File: src/b64e_pkg.sv
// Shared types, constants and the alphabet lookup for the base64 stream encoder.
package b64e_pkg;

    localparam int          QUEUE_DEPTH = 2;
    localparam int          QPTR_W      = $clog2(QUEUE_DEPTH);
    localparam int          QCNT_W      = $clog2(QUEUE_DEPTH + 1);
    localparam logic [6:0]  PAD_INDEX   = 7'd64;
    localparam logic [7:0]  PAD_CHAR    = 8'd61;

    typedef enum logic [1:0] {
        PHASE_FIRST  = 2'd0,
        PHASE_SECOND = 2'd1,
        PHASE_THIRD  = 2'd2
    } b64e_phase_t;

    // One accepted byte turned into up to four character codes.
    typedef struct packed {
        logic [3:0][6:0] code;     // alphabet index, PAD_INDEX for '='
        logic [1:0]      cnt_m1;   // characters in this job minus one
        logic            fin;      // job closes the message
    } b64e_job_t;

    function automatic logic [7:0] b64e_char(input logic [6:0] idx);
        logic [7:0] c;
        if (idx < 7'd26)
            c = 8'd65 + {1'b0, idx};
        else if (idx < 7'd52)
            c = 8'd71 + {1'b0, idx};      // 'a' - 26
        else if (idx < 7'd62)
            c = {1'b0, idx} - 8'd4;       // '0' - 52
        else if (idx == 7'd62)
            c = 8'd43;
        else if (idx == 7'd63)
            c = 8'd47;
        else
            c = PAD_CHAR;
        return c;
    endfunction

endpackage

File: src/b64e_front.sv
// Front end: accepts bytes, tracks the group phase and builds character jobs.
module b64e_front
    import b64e_pkg::*;
(
    input  logic       clk,
    input  logic       rst_n,
    input  logic       in_valid,
    output logic       in_ready,
    input  logic [7:0] data_byte,
    input  logic       final_byte,
    input  logic       q_full,
    output logic       push,
    output b64e_job_t  job
);

    b64e_phase_t phase_reg, phase_next;
    logic [3:0]  leftover_reg, leftover_next;

    assign in_ready = !q_full;
    assign push     = in_valid && !q_full;

    always_comb
    begin
        job.code   = {PAD_INDEX, PAD_INDEX, PAD_INDEX, PAD_INDEX};
        job.fin    = final_byte;
        job.cnt_m1 = 2'd0;
        phase_next    = PHASE_FIRST;
        leftover_next = 4'd0;
        unique case (phase_reg)
            PHASE_SECOND:
            begin
                job.code[0] = {1'b0, leftover_reg[1:0], data_byte[7:4]};
                job.code[1] = {1'b0, data_byte[3:0], 2'b00};
                if (final_byte)
                    job.cnt_m1 = 2'd2;
                else
                begin
                    phase_next    = PHASE_THIRD;
                    leftover_next = data_byte[3:0];
                end
            end
            PHASE_THIRD:
            begin
                job.code[0] = {1'b0, leftover_reg, data_byte[7:6]};
                job.code[1] = {1'b0, data_byte[5:0]};
                job.cnt_m1  = 2'd1;
            end
            default:
            begin
                // first byte of a group; the unused phase code lands here too
                job.code[0] = {1'b0, data_byte[7:2]};
                job.code[1] = {1'b0, data_byte[1:0], 4'b0000};
                if (final_byte)
                    job.cnt_m1 = 2'd3;
                else
                begin
                    phase_next    = PHASE_SECOND;
                    leftover_next = {2'b00, data_byte[1:0]};
                end
            end
        endcase
    end

    always_ff @(posedge clk or negedge rst_n)
    begin
        if (!rst_n)
        begin
            phase_reg    <= PHASE_FIRST;
            leftover_reg <= 4'd0;
        end
        else if (push)
        begin
            phase_reg    <= phase_next;
            leftover_reg <= leftover_next;
        end
    end

endmodule

File: src/b64e_queue.sv
// Short job queue between the front end and the character serializer.
module b64e_queue
    import b64e_pkg::*;
(
    input  logic      clk,
    input  logic      rst_n,
    input  logic      push,
    input  b64e_job_t push_job,
    input  logic      pop,
    output b64e_job_t head_job,
    output logic      full,
    output logic      empty
);

    b64e_job_t          mem [QUEUE_DEPTH];
    logic [QPTR_W-1:0]  wr_ptr_reg, rd_ptr_reg;
    logic [QCNT_W-1:0]  count_reg;

    assign full     = (count_reg == QCNT_W'(QUEUE_DEPTH));
    assign empty    = (count_reg == '0);
    assign head_job = mem[rd_ptr_reg];

    always_ff @(posedge clk)
    begin
        if (push)
            mem[wr_ptr_reg] <= push_job;
    end

    always_ff @(posedge clk or negedge rst_n)
    begin
        if (!rst_n)
        begin
            wr_ptr_reg <= '0;
            rd_ptr_reg <= '0;
            count_reg  <= '0;
        end
        else
        begin
            if (push)
                wr_ptr_reg <= wr_ptr_reg + 1'b1;
            if (pop)
                rd_ptr_reg <= rd_ptr_reg + 1'b1;
            if (push && !pop)
                count_reg <= count_reg + 1'b1;
            else if (pop && !push)
                count_reg <= count_reg - 1'b1;
        end
    end

endmodule

File: src/b64e_back.sv
// Back end: walks each job one character per cycle into the output register, while the receiver is ready.
module b64e_back
    import b64e_pkg::*;
(
    input  logic       clk,
    input  logic       rst_n,
    input  b64e_job_t  head_job,
    input  logic       q_empty,
    output logic       pop,
    output logic       out_valid,
    input  logic       out_ready,
    output logic [7:0] out_char,
    output logic       last_char
);

    logic [1:0] idx_reg;
    logic       valid_reg;
    logic [7:0] char_reg;
    logic       last_reg;
    logic       load;
    logic       at_end;

    assign load   = !q_empty && (!valid_reg || out_ready);
    assign at_end = (idx_reg == head_job.cnt_m1);
    assign pop    = load && at_end;

    assign out_valid = valid_reg;
    assign out_char  = char_reg;
    assign last_char = last_reg;

    always_ff @(posedge clk or negedge rst_n)
    begin
        if (!rst_n)
        begin
            idx_reg   <= 2'd0;
            valid_reg <= 1'b0;
        end
        else
        begin
            if (load)
            begin
                valid_reg <= 1'b1;
                idx_reg   <= at_end ? 2'd0 : idx_reg + 2'd1;
            end
            else if (out_ready)
                valid_reg <= 1'b0;
        end
    end

    always_ff @(posedge clk)
    begin
        if (load)
        begin
            char_reg <= b64e_char(head_job.code[idx_reg]);
            last_reg <= head_job.fin && at_end;
        end
    end

endmodule

File: src/base64_stream_encoder.sv
// Top level of the streaming base64 encoder (standard alphabet, '=' padding).
//
// Input channel: in_valid/in_ready carry one message byte (data_byte) per
// transaction, final_byte set on the last byte of the message.
// Output channel: out_valid/out_ready carry one ASCII character (out_char)
// per transaction, last_char set on the final character of the message.
// Each byte yields one to four characters: one at group positions one and
// two, two at position three, and a final byte fills its group out to four
// characters with '=' padding.
// An accepted byte's job is written into the queue; its characters are then
// registered in the output register. The serializer emits one character per
// cycle while the receiver is ready, so throughput is set by the output side:
// on average 4/3 characters per byte, up to 4 for a final byte. A two-entry
// job queue lets bytes be accepted while the serializer is still busy;
// in_ready drops when the queue is full. A stalled receiver holds the
// output register and, once the queue fills, stalls the input side;
// nothing is dropped. Reset clears the group phase, the queue and the output
// valid; the next byte starts a new message.
module base64_stream_encoder
    import b64e_pkg::*;
(
    input  logic       clk,
    input  logic       rst_n,
    input  logic       in_valid,
    output logic       in_ready,
    input  logic [7:0] data_byte,
    input  logic       final_byte,
    output logic       out_valid,
    input  logic       out_ready,
    output logic [7:0] out_char,
    output logic       last_char
);

    b64e_job_t new_job, head_job;
    logic      push, pop, q_full, q_empty;

    b64e_front u_front (
        .clk        (clk),
        .rst_n      (rst_n),
        .in_valid   (in_valid),
        .in_ready   (in_ready),
        .data_byte  (data_byte),
        .final_byte (final_byte),
        .q_full     (q_full),
        .push       (push),
        .job        (new_job)
    );

    b64e_queue u_queue (
        .clk      (clk),
        .rst_n    (rst_n),
        .push     (push),
        .push_job (new_job),
        .pop      (pop),
        .head_job (head_job),
        .full     (q_full),
        .empty    (q_empty)
    );

    b64e_back u_back (
        .clk       (clk),
        .rst_n     (rst_n),
        .head_job  (head_job),
        .q_empty   (q_empty),
        .pop       (pop),
        .out_valid (out_valid),
        .out_ready (out_ready),
        .out_char  (out_char),
        .last_char (last_char)
    );

endmodule
File: config.mk
export PLATFORM = sky130hd
export DESIGN_NAME = base64_stream_encoder
export DESIGN_NICKNAME = d
export VERILOG_FILES = /design/src/b64e_pkg.sv /design/src/b64e_front.sv /design/src/b64e_queue.sv /design/src/b64e_back.sv /design/src/base64_stream_encoder.sv
export SDC_FILE = /design/constraint.sdc
export NUM_CORES = 1
export LEC_CHECK = 0
export BUFFER_PORTS_ARGS = -buffer_cell sky130_fd_sc_hd__buf_2
export CORE_MARGIN = 2
export CORE_UTILIZATION = 40
export CTS_CLUSTER_DIAMETER = 100
export DETAILED_ROUTE_END_ITERATION = 8
export PLACE_DENSITY = 0.54
export SLEW_MARGIN = 15
export SYNTH_ARGS = -nofsm -noshare
export SYNTH_HDL_FRONTEND = slang
export SYNTH_SLANG_ARGS = --single-unit
File: constraint.sdc
create_clock -name clk -period 3.3 [get_ports clk]
set_clock_uncertainty 0.1 [all_clocks]
set_input_delay 0.825 -clock clk [delete_from_list [all_inputs] [get_ports clk]]
set_output_delay 0.825 -clock clk [all_outputs]
set_load 0.01 [all_outputs]
* After elaboration in Yosys (flattened, before gate mapping)
Memories as Yosys holds them, arrays and structs flattened.
Cells that the tools add are included.
W data, S select, Z words.
** Cells by class
- Reduce and logical (&&, ||, !) cells :: 15
- Equal/unequal tests :: 6
- Mux-type cells :: 23
- Magnitude comparators :: 4
- Add/sub/neg operators :: 8
** Operators by type and width (count)
- $mux W8 :: 4
- $pmux W15 S2 :: 1
- $add A7 B7 Y8 const A :: 2
- $bmux W7 S2 :: 1
- $eq A7 B6 Y1 const B :: 2
- $lt A7 B6 Y1 const B :: 2
- $mux W2 :: 7
- $pmux W4 S2 :: 1
- $sub A7 B3 Y8 const B :: 1
- $lt A7 B5 Y1 const B :: 1
- $mux W7 :: 1
- $logic_and A1 B1 Y1 :: 6
- $logic_not A1 Y1 :: 5
- $mux W1 :: 5
- $mux W5 :: 1
- $add A2 B1 Y2 const B :: 2
- $eq A2 B2 Y1 const B :: 2
- $mux W4 :: 1
- $pmux W2 S2 :: 1
- $reduce_bool A2 Y1 :: 2
- $lt A2 B3 Y1 const B :: 1
- $add A1 B1 Y1 const B :: 2
- $eq A2 B1 Y1 const B :: 1
- $eq A2 B2 Y1 :: 1
- 3 further kinds :: 3
** Word-level totals
- Flip-flop bits (word level) :: 22
- RAM bits :: 32
- Output and inout port bits :: 11
- Memories kept :: 1
- Input port bits :: 13
- Word-level logic and storage cells :: 66
** Memory list
- u_queue.mem :: depth 2, width 16, read ports 1, clocked after Yosys merged registers in 0, wr ports 1, RTL line b64e_queue.sv:15 : b64e_job_t mem [QUEUE_DEPTH];

* Logic depth before layout (Yosys ltp)
Gate-level depths: netlist of run 1.
An unclocked memory read counts as a cell.
- Depth in word-level cells :: 9
- Depth in mapped cells :: 10
- Gate-level depth less buffers :: 8

* By module
A second synthesis of run 1 with hierarchy kept.
** Unflattened totals
- Cells, all modules :: 306
- Area, all modules :: 4389.2 um^2
** By module, submodules not included
- b64e_queue :: seq. area each 1961.9 um^2, area an instance 2577.5 um^2, cells each 113, instances 1
- b64e_back :: seq. area each 345.3 um^2, area an instance 1156.1 um^2, cells each 111, instances 1
- b64e_front :: seq. area each 150.1 um^2, area an instance 655.6 um^2, cells each 82, instances 1

* Worst setup path before layout of run 1
No wires, ideal clock.
- Kind :: reg2reg
- Start point :: reg u_queue.rd_ptr_reg
- End point :: reg u_back.char_reg[4], in the netlist u_back.out_char[4], data pin
- Cell stages (with the launch flop) :: 9
- Path slack :: 0.711 ns
- Clock period less this slack :: 2.589 ns
- Data required time :: 2.945 ns
- Setup time :: 0.255 ns
- Path buffers :: 2
- Data arrival time :: 2.234 ns
- Path through :: dfrtp_1 -> buf_6 -> mux4_1 -> buf_2 -> and2_1 -> ha_1 -> a21o_1 -> o32a_1 -> and3_1
** On the way
- Cells in the longest elaborated chain, start to end :: 9
- Elaborated cells between the ends (all ways) :: 16
- Those cells by class :: add/sub: 3; order compare: 3; eq/ne: 2; mux: 7; memory: 1
** RTL lines
- from (decl) :: RTL line b64e_queue.sv:16 : logic [QPTR_W-1:0] wr_ptr_reg, rd_ptr_reg;
- from (signal assigned) :: RTL line b64e_queue.sv:42 : rd_ptr_reg <= rd_ptr_reg + 1'b1;
- $mem_v2 Z2 W16 *
- $bmux W7 S2 * :: RTL line b64e_back.sv:54 : char_reg <= b64e_char(head_job.code[idx_reg]);
- $mux W7 (not written as such) * :: RTL line b64e_back.sv:54
- branches (longest 5 deep; another with $sub A7 B3 Y8)
- $mux W8 * :: RTL line b64e_pkg.sv:25 : if (idx < 7'd26)
- to (signal assigned) :: RTL line b64e_back.sv:54
- to (decl) :: RTL line b64e_back.sv:18 : logic [7:0] char_reg;
Mark *: on every way between the ends. The select of a mux whose other input is x is not followed.
A chain may end at the register's enable or synchronous reset.

* Worst setup path after layout of run 1
Same ends and word-level chain as after synthesis.

==> results of run 1 <==
## per-stage QoR
stage	setup slack, ns	hold slack [ns]
2_1_floorplan	0.7110	0.3604
3_3_place_gp	0.5771	0.3786
3_5_place_dp	0.5222	0.3814
4_1_cts	0.4974	0.2939
5_1_grt	0.3654	0.2923
6_report	0.5211	0.2932
## cell usage in the layout, fill, tap and decap left out, drive strengths merged, types with 3 or more instances in the layout
master  count
edfxtp     39
buf        27
nand2      19
dfrtp      13
inv        13
o21ai      12
nor2       11
a22oi      10
ha          9
and2        6
xnor2       6
a21oi       6
mux4        6
xor2        5
mux2i       5
clkbuf      5
a22o        4
and3        4
o211ai      3
nor2b       3
nor3        3
## cells by family (layout without fill, tap and decap cells)
logic type               after synthesis  count (layout)
AO/OA/AOI/OAI                         49              49
flip-flops                            52              52
XOR/XNOR                              11              11
buffers and inverters                 24              48
multiplexers                          13              13
AND/OR/NAND/NOR                       54              54
other                                  1               1
adder cells (fa/ha/maj)                9               9
## worst max-delay path, cell delays in order (launching register included)
cell and delay, ns:
dfrtp_1 0.58, mux4_2 0.68, nand2_1 0.18, inv_1 0.11, ha_1 0.24, a21o_1 0.21
o32a_1 0.28, and3_1 0.17
## worst max path at each step
stage | startpoint | end | slack, ns
6_report | u_queue.rd_ptr_reg | u_back.out_char[4] | 0.52
5_1_grt | u_queue.rd_ptr_reg | u_back.out_char[4] | 0.37
4_1_cts | u_queue.rd_ptr_reg | u_back.out_char[4] | 0.50
3_5_place_dp | u_queue.rd_ptr_reg | u_back.out_char[4] | 0.52
3_3_place_gp | u_queue.rd_ptr_reg | u_back.out_char[4] | 0.58
2_1_floorplan | u_queue.rd_ptr_reg | u_back.out_char[4] | 0.71
## synthesized netlist by cell type, types with 2 or more instances
master    number
o211ai_1       3
buf_6          2
a21oi_1        6
o32ai_1        2
mux4_1         2
mux2i_1        5
xor2_1         5
edfxtp_1      39
dfrtp_1       13
buf_2          4
clkbuf_1       3
mux4_2         4
nand2_1       19
a21o_1         2
ha_1           9
nand3_1        2
xnor2_1        6
a22o_1         4
a22oi_1       10
o21ai_0       11
inv_1         11
nor2_1        11
nor3_1         2
and2_1         6
and3_1         3
nand2b_1       2
nor2b_1        3
## metal layers
metal  GRT usage, %  vias to the layer above  wire (um)
li1               -                      839          -
met5              0                        -          0
met2          22.66                       32       2238
met3          3.176                        5        152
met4          3.896                        0         52
met1          18.77                      782       2240
## cell type report
class / instances / area, um2
Tap cell: 77 / 96.34
Clock buffer: 5 / 68.82
Clock inverter: 3 / 21.27
Inverter: 13 / 48.80
Timing Repair Buffer: 27 / 145.1
Fill cell: 580 / 3453
Multi-Input combinational cell: 137 / 1056
Sequential cell: 52 / 1496
## power by group
part / switching, mW / internal (mW)
clock: 0.210 / 0.151
combinational: 0.905 / 0.659
sequential: 0.130 / 1.04
total: 1.25 / 1.85
==> flow_metrics.tcl, run 1 <==
set metrics [dict create \
    grt_usage_pct 13.90 \
    holdBufCountCts 0 \
    yosysSeqAreaShare_pct 56.12 \
    port_buffers 23 \
    start_kind "flip-flop" \
    htreeDepth 2 \
    num_vias 1658 \
    insertion_delay_ns 0.30 \
    numCtsBuffers 5 \
    powerDensity_nw_per_um2 1055 \
    drive_gt1_share_pct 18.57 \
    total_power_mw 3.093 \
    p_leak_nw 1.176 \
    clock_tree.root_cell "clkbuf_8" \
    dieWidth_um 85.65 \
    finalSetupViolCount 0 \
    layout_min_cycle_time_ns 2.779 \
    synth_area_um2 2666 \
    crit_fanout 11 \
    required_ns 3.27 \
    final_util_pct 45.92 \
    post_cts_buffers 0 \
    outcome "completed" \
    clockBufferDepth 2 \
    grt_overflow_total 0 \
    worstSetupPathType "flip-flop to flip-flop" \
    finalWirelength_um 4684 \
    yosys.area.top_type "edfxtp_1" \
    n_antenna_cell 0 \
    synthArstFlopShare_pct 25.00 \
    final_max_slew_viol_count 0 \
    r2r_cells 7 \
    placed_area_um2 2843 \
    grt_antenna_before_repair 0 \
    die_area_um2 7335 \
    cts_tree "done" \
    die_h_um 85.65 \
    largest_reg_flops 30 \
    timing.rr.end "u_back.out_char[4]" \
    vdd_drop_max_mv 0.4721 \
    yosys-top-cells-area "edfxtp_1 (44%), dfrtp_1 (12%), ha_1 (4.2%)" \
    avgViaCountPerCell 5.280 \
    io_pins 24 \
    hpwlAfterDp_um 3477 \
    ant_nets 0 \
    synth_cells 213 \
    start_util_pct 41.75 \
    clk_pin_slew_ns 0.10 \
    maxCapViolCount 0 \
    synth_cell_types 51 \
    syn_area_per_cell_um2 12.52 \
    rows 29 \
    synth_xor_area_share_pct 3.613 \
    rr_startpoint "u_queue.rd_ptr_reg" \
    synth-warning-count 0 \
    post-route-period-util_pct 84.21 \
    fin_cells 314 \
    r2r_slack_ns 0.52 \
    final-hold-violation-count 0 \
    drt_iter0_markers 59 \
    synth_top_family_by_area "compound AO/OA/AOI/OAI gates" \
    stdcell_area_um2 2933 \
    grt_pass1_vias 1677 \
    synth_edf_count 39 \
    dpl.cell_count 306 \
    nets 258 \
    hp-class "input pin to asynchronous set/reset pin" \
    cts_num_sinks 52 \
    tightest_slew_ns 0.6721 \
    clock.fmax_ghz 0.3599 \
    drc_errors 0 \
    synth-simple-area-share_pct 10.32 \
    crit_arrival_ns 2.75 \
    ys_ff_latch 52 \
    synth_fa_ha_area_share_pct 4.223 \
    firstDrtPassIters 4 \
    cts_resized 0 \
    slew_headroom_pct 55.20 \
    wl_per_cell_um 14.92 \
    setup-tns-final_ns 0 \
    areaGrowthSynthToFinish_pct 9.995 \
    synth_ff_type "edfxtp_1" \
    muxShareOfSynthArea_pct 8.071 \
    rsz0062_at_grt "false" \
    critPathCaptureType "flip-flop" \
    routabilityCongestion 0.7563 \
    grt_max_degree 23 \
    syn_nets 235 \
    synth-compound-area-share_pct 13.23 \
    synth_top_area_share_pct 43.92 \
    core_um2 6386 \
    grt_pass1_wl_um 8045 \
]
No activity file was read; power rests on OpenSTA's default activity.
==> run 2, diff against run 1 <==
Settings changed: ABC_AREA set to 1.
Clock period 3.3 ns to 2.9 ns, I/O delays scaled along.
==> run 2 against run 1 <==
Compared with the run above:
- register-to-register slack lost 0.13 ns
- routed wire length is 18% higher
- combinational power is 29% higher
- count of clock-buffer cells in the layout grew 2
- clock power increased by 53%
- non-clock buffer count unchanged
- final area grew 7.5%
- sequential power rose by 15%
- largest power group unchanged
==> flow_metrics.tcl, run 2 <==
set metrics [dict create \
    numCtsBuffers 5 \
    drive_gt1_share_pct 21.27 \
    grt_pass1_wl_um 9404 \
    post_cts_buffers 0 \
    fin_cells 411 \
    grt_max_degree 17 \
    cts_tree "done" \
    port_buffers 23 \
    rsz0062_at_grt "false" \
    clock_power_share_pct 14.1 \
    die_h_um 87.80 \
    grt_usage_pct 16.01 \
    crit_arrival_ns 2.47 \
    final_common_cell "nand2_1" \
    synth-warning-count 0 \
    clock.fmax_ghz 0.3979 \
    post-route-period-util_pct 86.65 \
    outcome "completed" \
    clk_pin_slew_ns 0.09 \
    avgViaCountPerCell 4.723 \
    rows 30 \
    clockBufferDepth 2 \
    maxCapViolCount 0 \
    dpl.cell_count 403 \
    synth_edf_count 39 \
    grt_overflow_total 0 \
    cts_num_sinks 52 \
    ys_ff_latch 52 \
    final-hold-violation-count 0 \
    yosys-top-cells-area "edfxtp_1 (42%), dfrtp_1 (12%), nand2_1 (8.7%)" \
    hp-class "input pin to asynchronous set/reset pin" \
    ant_nets 0 \
    htreeDepth 2 \
    syn_nets 307 \
    grt_antenna_before_repair 0 \
    power_frac_comb_pct 51.8 \
    drt_iter0_markers 113 \
    synth_top_area_share_pct 41.69 \
    die_area_um2 7709 \
    synth_common_cells "nand2_1 (65), edfxtp_1 (39), inv_1 (34)" \
    num_vias 1941 \
    layout_common_cells "nand2_1 (65), edfxtp_1 (39), inv_1 (34)" \
    insertion_delay_ns 0.31 \
    yosysSeqAreaShare_pct 53.27 \
    crit_fanout 16 \
    tightest_slew_ns 0.5623 \
    synthArstFlopShare_pct 25.00 \
    start_kind "flip-flop" \
    p_leak_nw 1.393 \
    synth_cell_types 35 \
    holdBufCountCts 0 \
    worstSetupPathType "flip-flop to flip-flop" \
    pwr-share-seq_pct 34.1 \
    hpwlAfterDp_um 4227 \
    areaGrowthSynthToFinish_pct 12.25 \
    grt_pass1_vias 1939 \
    drc_errors 0 \
    start_util_pct 41.34 \
    finalWorstSetupSlack_ns 0.3871 \
    power_switching_mw 1.711 \
    largest_reg_flops 30 \
    p_int_mw 2.201 \
    synth_area_um2 2809 \
    synth_cells 285 \
    powerDensity_nw_per_um2 1241 \
    vdd_drop_max_mv 0.4157 \
    routabilityCongestion 0.8360 \
    required_ns 2.86 \
    finalSetupViolCount 0 \
    io_pins 24 \
    firstDrtPassIters 4 \
    setup-tns-final_ns 0 \
    yosys.area.top_type "edfxtp_1" \
    n_antenna_cell 0 \
    cts_resized 0 \
    syn_area_per_cell_um2 9.856 \
    critPathCaptureType "flip-flop" \
    synth.most_common_cell "nand2_1" \
    layout_min_cycle_time_ns 2.513 \
    p_sw_share_pct 43.73 \
    clock_tree.root_cell "clkbuf_8" \
    slew_headroom_pct 62.51 \
    finalWirelength_um 5507 \
    synth_ff_type "edfxtp_1" \
    final_max_slew_viol_count 0 \
    core_um2 6794 \
    nets 336 \
    place_ws_ns 0.4142 \
    dieWidth_um 87.80 \
    wl_per_cell_um 13.40 \
]
-- run 2: cell type report --
| type | count | area, um2 |
|---|---|---|
| Fill cell | 648 | 3641 |
| Sequential cell | 52 | 1496 |
| Multi-Input combinational cell | 186 | 1096 |
| Inverter | 42 | 167.7 |
| Timing Repair Buffer | 27 | 145.1 |
| Tap cell | 96 | 120.1 |
| Clock buffer | 7 | 97.59 |
| Clock inverter | 1 | 30.03 |
-- run 2: power by group through the flow --
stage	Clock (mW)	Combinational [mW]	Sequential (mW)
2_1_floorplan	0	1.64	1.32
3_3_place_gp	0	2.04	1.36
3_5_place_dp	0	2.04	1.36
4_1_cts	0.566	2.05	1.34
5_1_grt	0.593	2.33	1.37
6_report	0.552	2.02	1.34
-- run 2: per-layer routing --
metal | vias to the layer above | share of wire (%) | global-route usage (%)
met3 | 10 | 2.7 | 3.016
met2 | 36 | 49 | 27.48
met5 | - | 0 | 0
met4 | 0 | 1.9 | 5.734
li1 | 1007 | - | -
met1 | 888 | 46 | 20.17
-- run 2: final timing paths --
| check | startpoint | end | slack, ns | cells past startpoint |
|---|---|---|---|---|
| max | u_queue.rd_ptr_reg | u_back.out_char[1] | 0.39 | 14 |
| min | rst_n | u_back.out_valid | 0.19 | 1 |
| max reg2reg | u_queue.rd_ptr_reg | u_back.out_char[1] | 0.39 | 14 |
| min reg2reg | u_queue.count_reg[0] | u_queue.count_reg[0] | 0.38 | 1 |
| max in group asynchronous | rst_n | u_queue.rd_ptr_reg | 2.28 | 1 |
| min in group clk | u_queue.count_reg[0] | u_queue.count_reg[0] | 0.38 | 1 |
-- run 2: kinds of logic after synthesis --
kind of cell             synth area share, %
adder cells (fa/ha/maj)                4.009
other                                 0.1335
AO/OA/AOI/OAI                          8.597
flip-flops                             53.27
XOR/XNOR                               3.118
buffers and inverters                  7.705
AND/OR/NAND/NOR                        23.16
-- run 2: stage by stage --
step           total power, mW  instance area [um2]  hold slack, ns  util [%]
6_report                 3.912                 3153          0.1895     46.41
4_1_cts                  3.952                 3153          0.1973     46.41
3_3_place_gp             3.401                 3025          0.3696     44.53
3_5_place_dp             3.400                 3025          0.3647     44.53
5_1_grt                  4.287                 3153          0.2038     46.41
2_1_floorplan            2.961                 2809          0.3294         -
-- run 2: worst max-delay path, stage by stage, from the launching register on --
cell and delay (ns):
dfrtp_1 0.71, inv_6 0.16, nand2_1 0.09, nand2_1 0.05, nand2_1 0.07, o21ai_2 0.08, nand2_2 0.12, inv_2 0.07
ha_1 0.22, o21ai_0 0.17, nor2_1 0.07, nand3_1 0.13, nand2_1 0.08, nor2_1 0.11, nor2_1 0.05
==> run 3, diff against run 2 <==
Settings changed: PLACE_DENSITY 0.54 to 0.53, SYNTH_HIERARCHICAL set to 1.
==> run 3 against run 2 <==
Compared with the run above:
- sequential share of layout area increased by 0.54 points
- final cell count up 43%
- largest power group unchanged
- via count up 41%
- highest routed layer unchanged
- critical path depth fell by 3
==> flow_metrics.tcl, run 3 <==
set metrics [dict create \
    numCtsBuffers 9 \
    ant_nets 0 \
    firstDrtPassIters 4 \
    finalSetupViolCount 0 \
    syn_area_per_cell_um2 11.37 \
    synth_cell_types 36 \
    outcome "completed" \
    largest_reg_flops 62 \
    path_buf_inv 1 \
    crit_path_max_incr_delay_ns 0.50 \
    clock_tree.root_cell "clkbuf_16" \
    hpwlAfterDp_um 5496 \
    final-hold-violation-count 0 \
    start_kind "flip-flop" \
    cts_resized 0 \
    final_util_pct 44.86 \
    stdcell_area_um2 5122 \
    clock.fmax_ghz 0.4026 \
    tightest_slew_ns 0.6198 \
    hp-class "input pin to asynchronous set/reset pin" \
    num_vias 2731 \
    p_leak_nw 2.251 \
    drive_gt1_share_pct 31.15 \
    synth_common_cells "nand2_1 (104), edfxtp_1 (71), mux2_4 (29)" \
    synth-warning-count 6 \
    crit_arrival_ns 2.47 \
    routabilityCongestion 0.8741 \
    rsz0062_at_grt "false" \
    clk_pin_slew_ns 0.06 \
    slowest_stage "dfrtp_2" \
    grt_pass1_vias 2790 \
    io_pins 24 \
    crit_fanout 15 \
    place_ws_ns 0.4239 \
    slew_headroom_pct 58.68 \
    drt_iter0_markers 105 \
    rows 39 \
    yosysSeqAreaShare_pct 52.57 \
    hold_slack_ns 0.1865 \
    start_util_pct 40.94 \
    layout_min_cycle_time_ns 2.484 \
    critPathCaptureType "flip-flop" \
    wl_per_cell_um 13.46 \
    vdd_drop_max_mv 0.8529 \
    cts_num_sinks 84 \
    synth_cells 411 \
    crit_family "flip-flops" \
    layout_common_cells "nand2_1 (104), edfxtp_1 (71), mux2_4 (29)" \
    yosys.area.top_type "edfxtp_1" \
    powerDensity_nw_per_um2 1243 \
    cp_common_cell "nand2_1" \
    synth.most_common_cell "nand2_1" \
    dieWidth_um 112.1 \
    placed_area_um2 4815 \
    areaGrowthSynthToFinish_pct 9.582 \
    grt_usage_pct 13.73 \
    n_fill_cell 1075 \
    drc_errors 0 \
    grt_pass1_wl_um 13320 \
    n_antenna_cell 0 \
    grt_antenna_before_repair 0 \
    die_h_um 112.1 \
    port_buffers 23 \
    r2r_slack_ns 0.42 \
    htreeDepth 3 \
    synth_ff_type "edfxtp_1" \
    post-route-period-util_pct 85.64 \
    finalWirelength_um 7888 \
    ys_ff_latch 84 \
    grt_max_degree 32 \
    synth_area_um2 4674 \
    regArea_um2 2459 \
    final_common_cell "nand2_1" \
    holdBufCountCts 0 \
    maxCapViolCount 0 \
    core_um2 11420 \
    crit_chain "buf_12 > mux2_4 > nand2_1 > nand2_1 > nand2_1 > nand2_1 > ha_1 > a21oi_1 > xor2_1 > a21oi_1 > a21oi_1" \
    yosys-top-cells-area "edfxtp_1 (46%), mux2_4 (9.3%), nand2_1 (8.4%)" \
    insertion_delay_ns 0.33 \
    avgViaCountPerCell 4.660 \
    synth_edf_count 71 \
    final_max_slew_viol_count 0 \
    worstSetupPathType "flip-flop to flip-flop" \
    synth_top_area_share_pct 45.61 \
    nets 460 \
    required_ns 2.89 \
    clockBufferDepth 2 \
    post_cts_buffers 0 \
    die_area_um2 12570 \
    multi_input_area_um2 1843 \
    finalWorstSetupSlack_ns 0.4164 \
    synthArstFlopShare_pct 15.48 \
    grt_overflow_total 0 \
    setup-tns-final_ns 0 \
    cts_tree "done" \
]
[run 3: changes by cell type after synthesis, moves of 5 or more]
cell      change
nand2_1      +39
nand2_2      +14
o221ai_1      -8
nand3_2      +11
buf_4        +17
inv_1         -7
edfxtp_1     +32
nor2_1        -7
o22ai_1       -5
mux2_4       +29
buf_12        +5
[run 3: power breakdown]
group / switching (mW) / internal (mW) / leakage (nW)
Combinational: 1.91 / 1.26 / 1.27
Clock: 0.440 / 0.739 / 0.150
Sequential: 0.177 / 1.84 / 0.829
Total: 2.52 / 3.84 / 2.25
[run 3: worst register-to-register path, delay by kind of cell (launching register included)]
family / cells / cell delay (ns)
DFF: 1 / 0.50
AOI/OAI and AO/OA: 3 / 0.43
and+or+nand+nor: 4 / 0.34
muxes: 1 / 0.32
adders and majority gates: 1 / 0.24
buffers and inverters: 1 / 0.21
xor gates and xnor gates: 1 / 0.10
[run 3: final cells by class]
type	instances	share of cell area [%]
Sequential cell	84	48.00
Multi-Input combinational cell	278	35.98
Clock buffer	15	5.423
Timing Repair Buffer	30	3.762
Tap cell	143	3.493
Inverter	35	2.760
Clock inverter	1	0.5862
[run 3: worst paths after layout]
kind,start,to,cells past startpoint
setup / recovery,u_queue/rd_ptr_reg,u_back/out_char[4],11
hold / removal,rst_n,u_front/leftover_reg[0],1
setup reg to reg,u_queue/rd_ptr_reg,u_back/out_char[4],11
hold reg to reg,u_front/leftover_reg[2],u_front/leftover_reg[2],2
max in group asynchronous,rst_n,u_queue/rd_ptr_reg,1
min in group clk,u_front/leftover_reg[2],u_front/leftover_reg[2],2
[run 3: kinds of logic after synthesis]
group | synth area share, %
simple gates | 20.99
fa+ha+maj | 2.409
flops | 52.57
compound gates | 2.757
other cells | 0.2409
mux | 9.797
buf+inv | 9.181
xor+xnor | 2.061
[run 3: through the flow]
step,instances,power [mW]
3_5_place_dp,570,5.244
2_1_floorplan,425,4.714
5_1_grt,586,6.896
6_report,586,6.367
4_1_cts,586,6.448
3_3_place_gp,570,5.210
[run 3: routing by layer]
| metal | global-route usage [%] | share of wire, % |
|---|---|---|
| met5 | 0 | 0 |
| met3 | 2.700 | 2.4 |
| met2 | 22.57 | 47 |
| met4 | 7.724 | 2.5 |
| met1 | 16.99 | 48 |
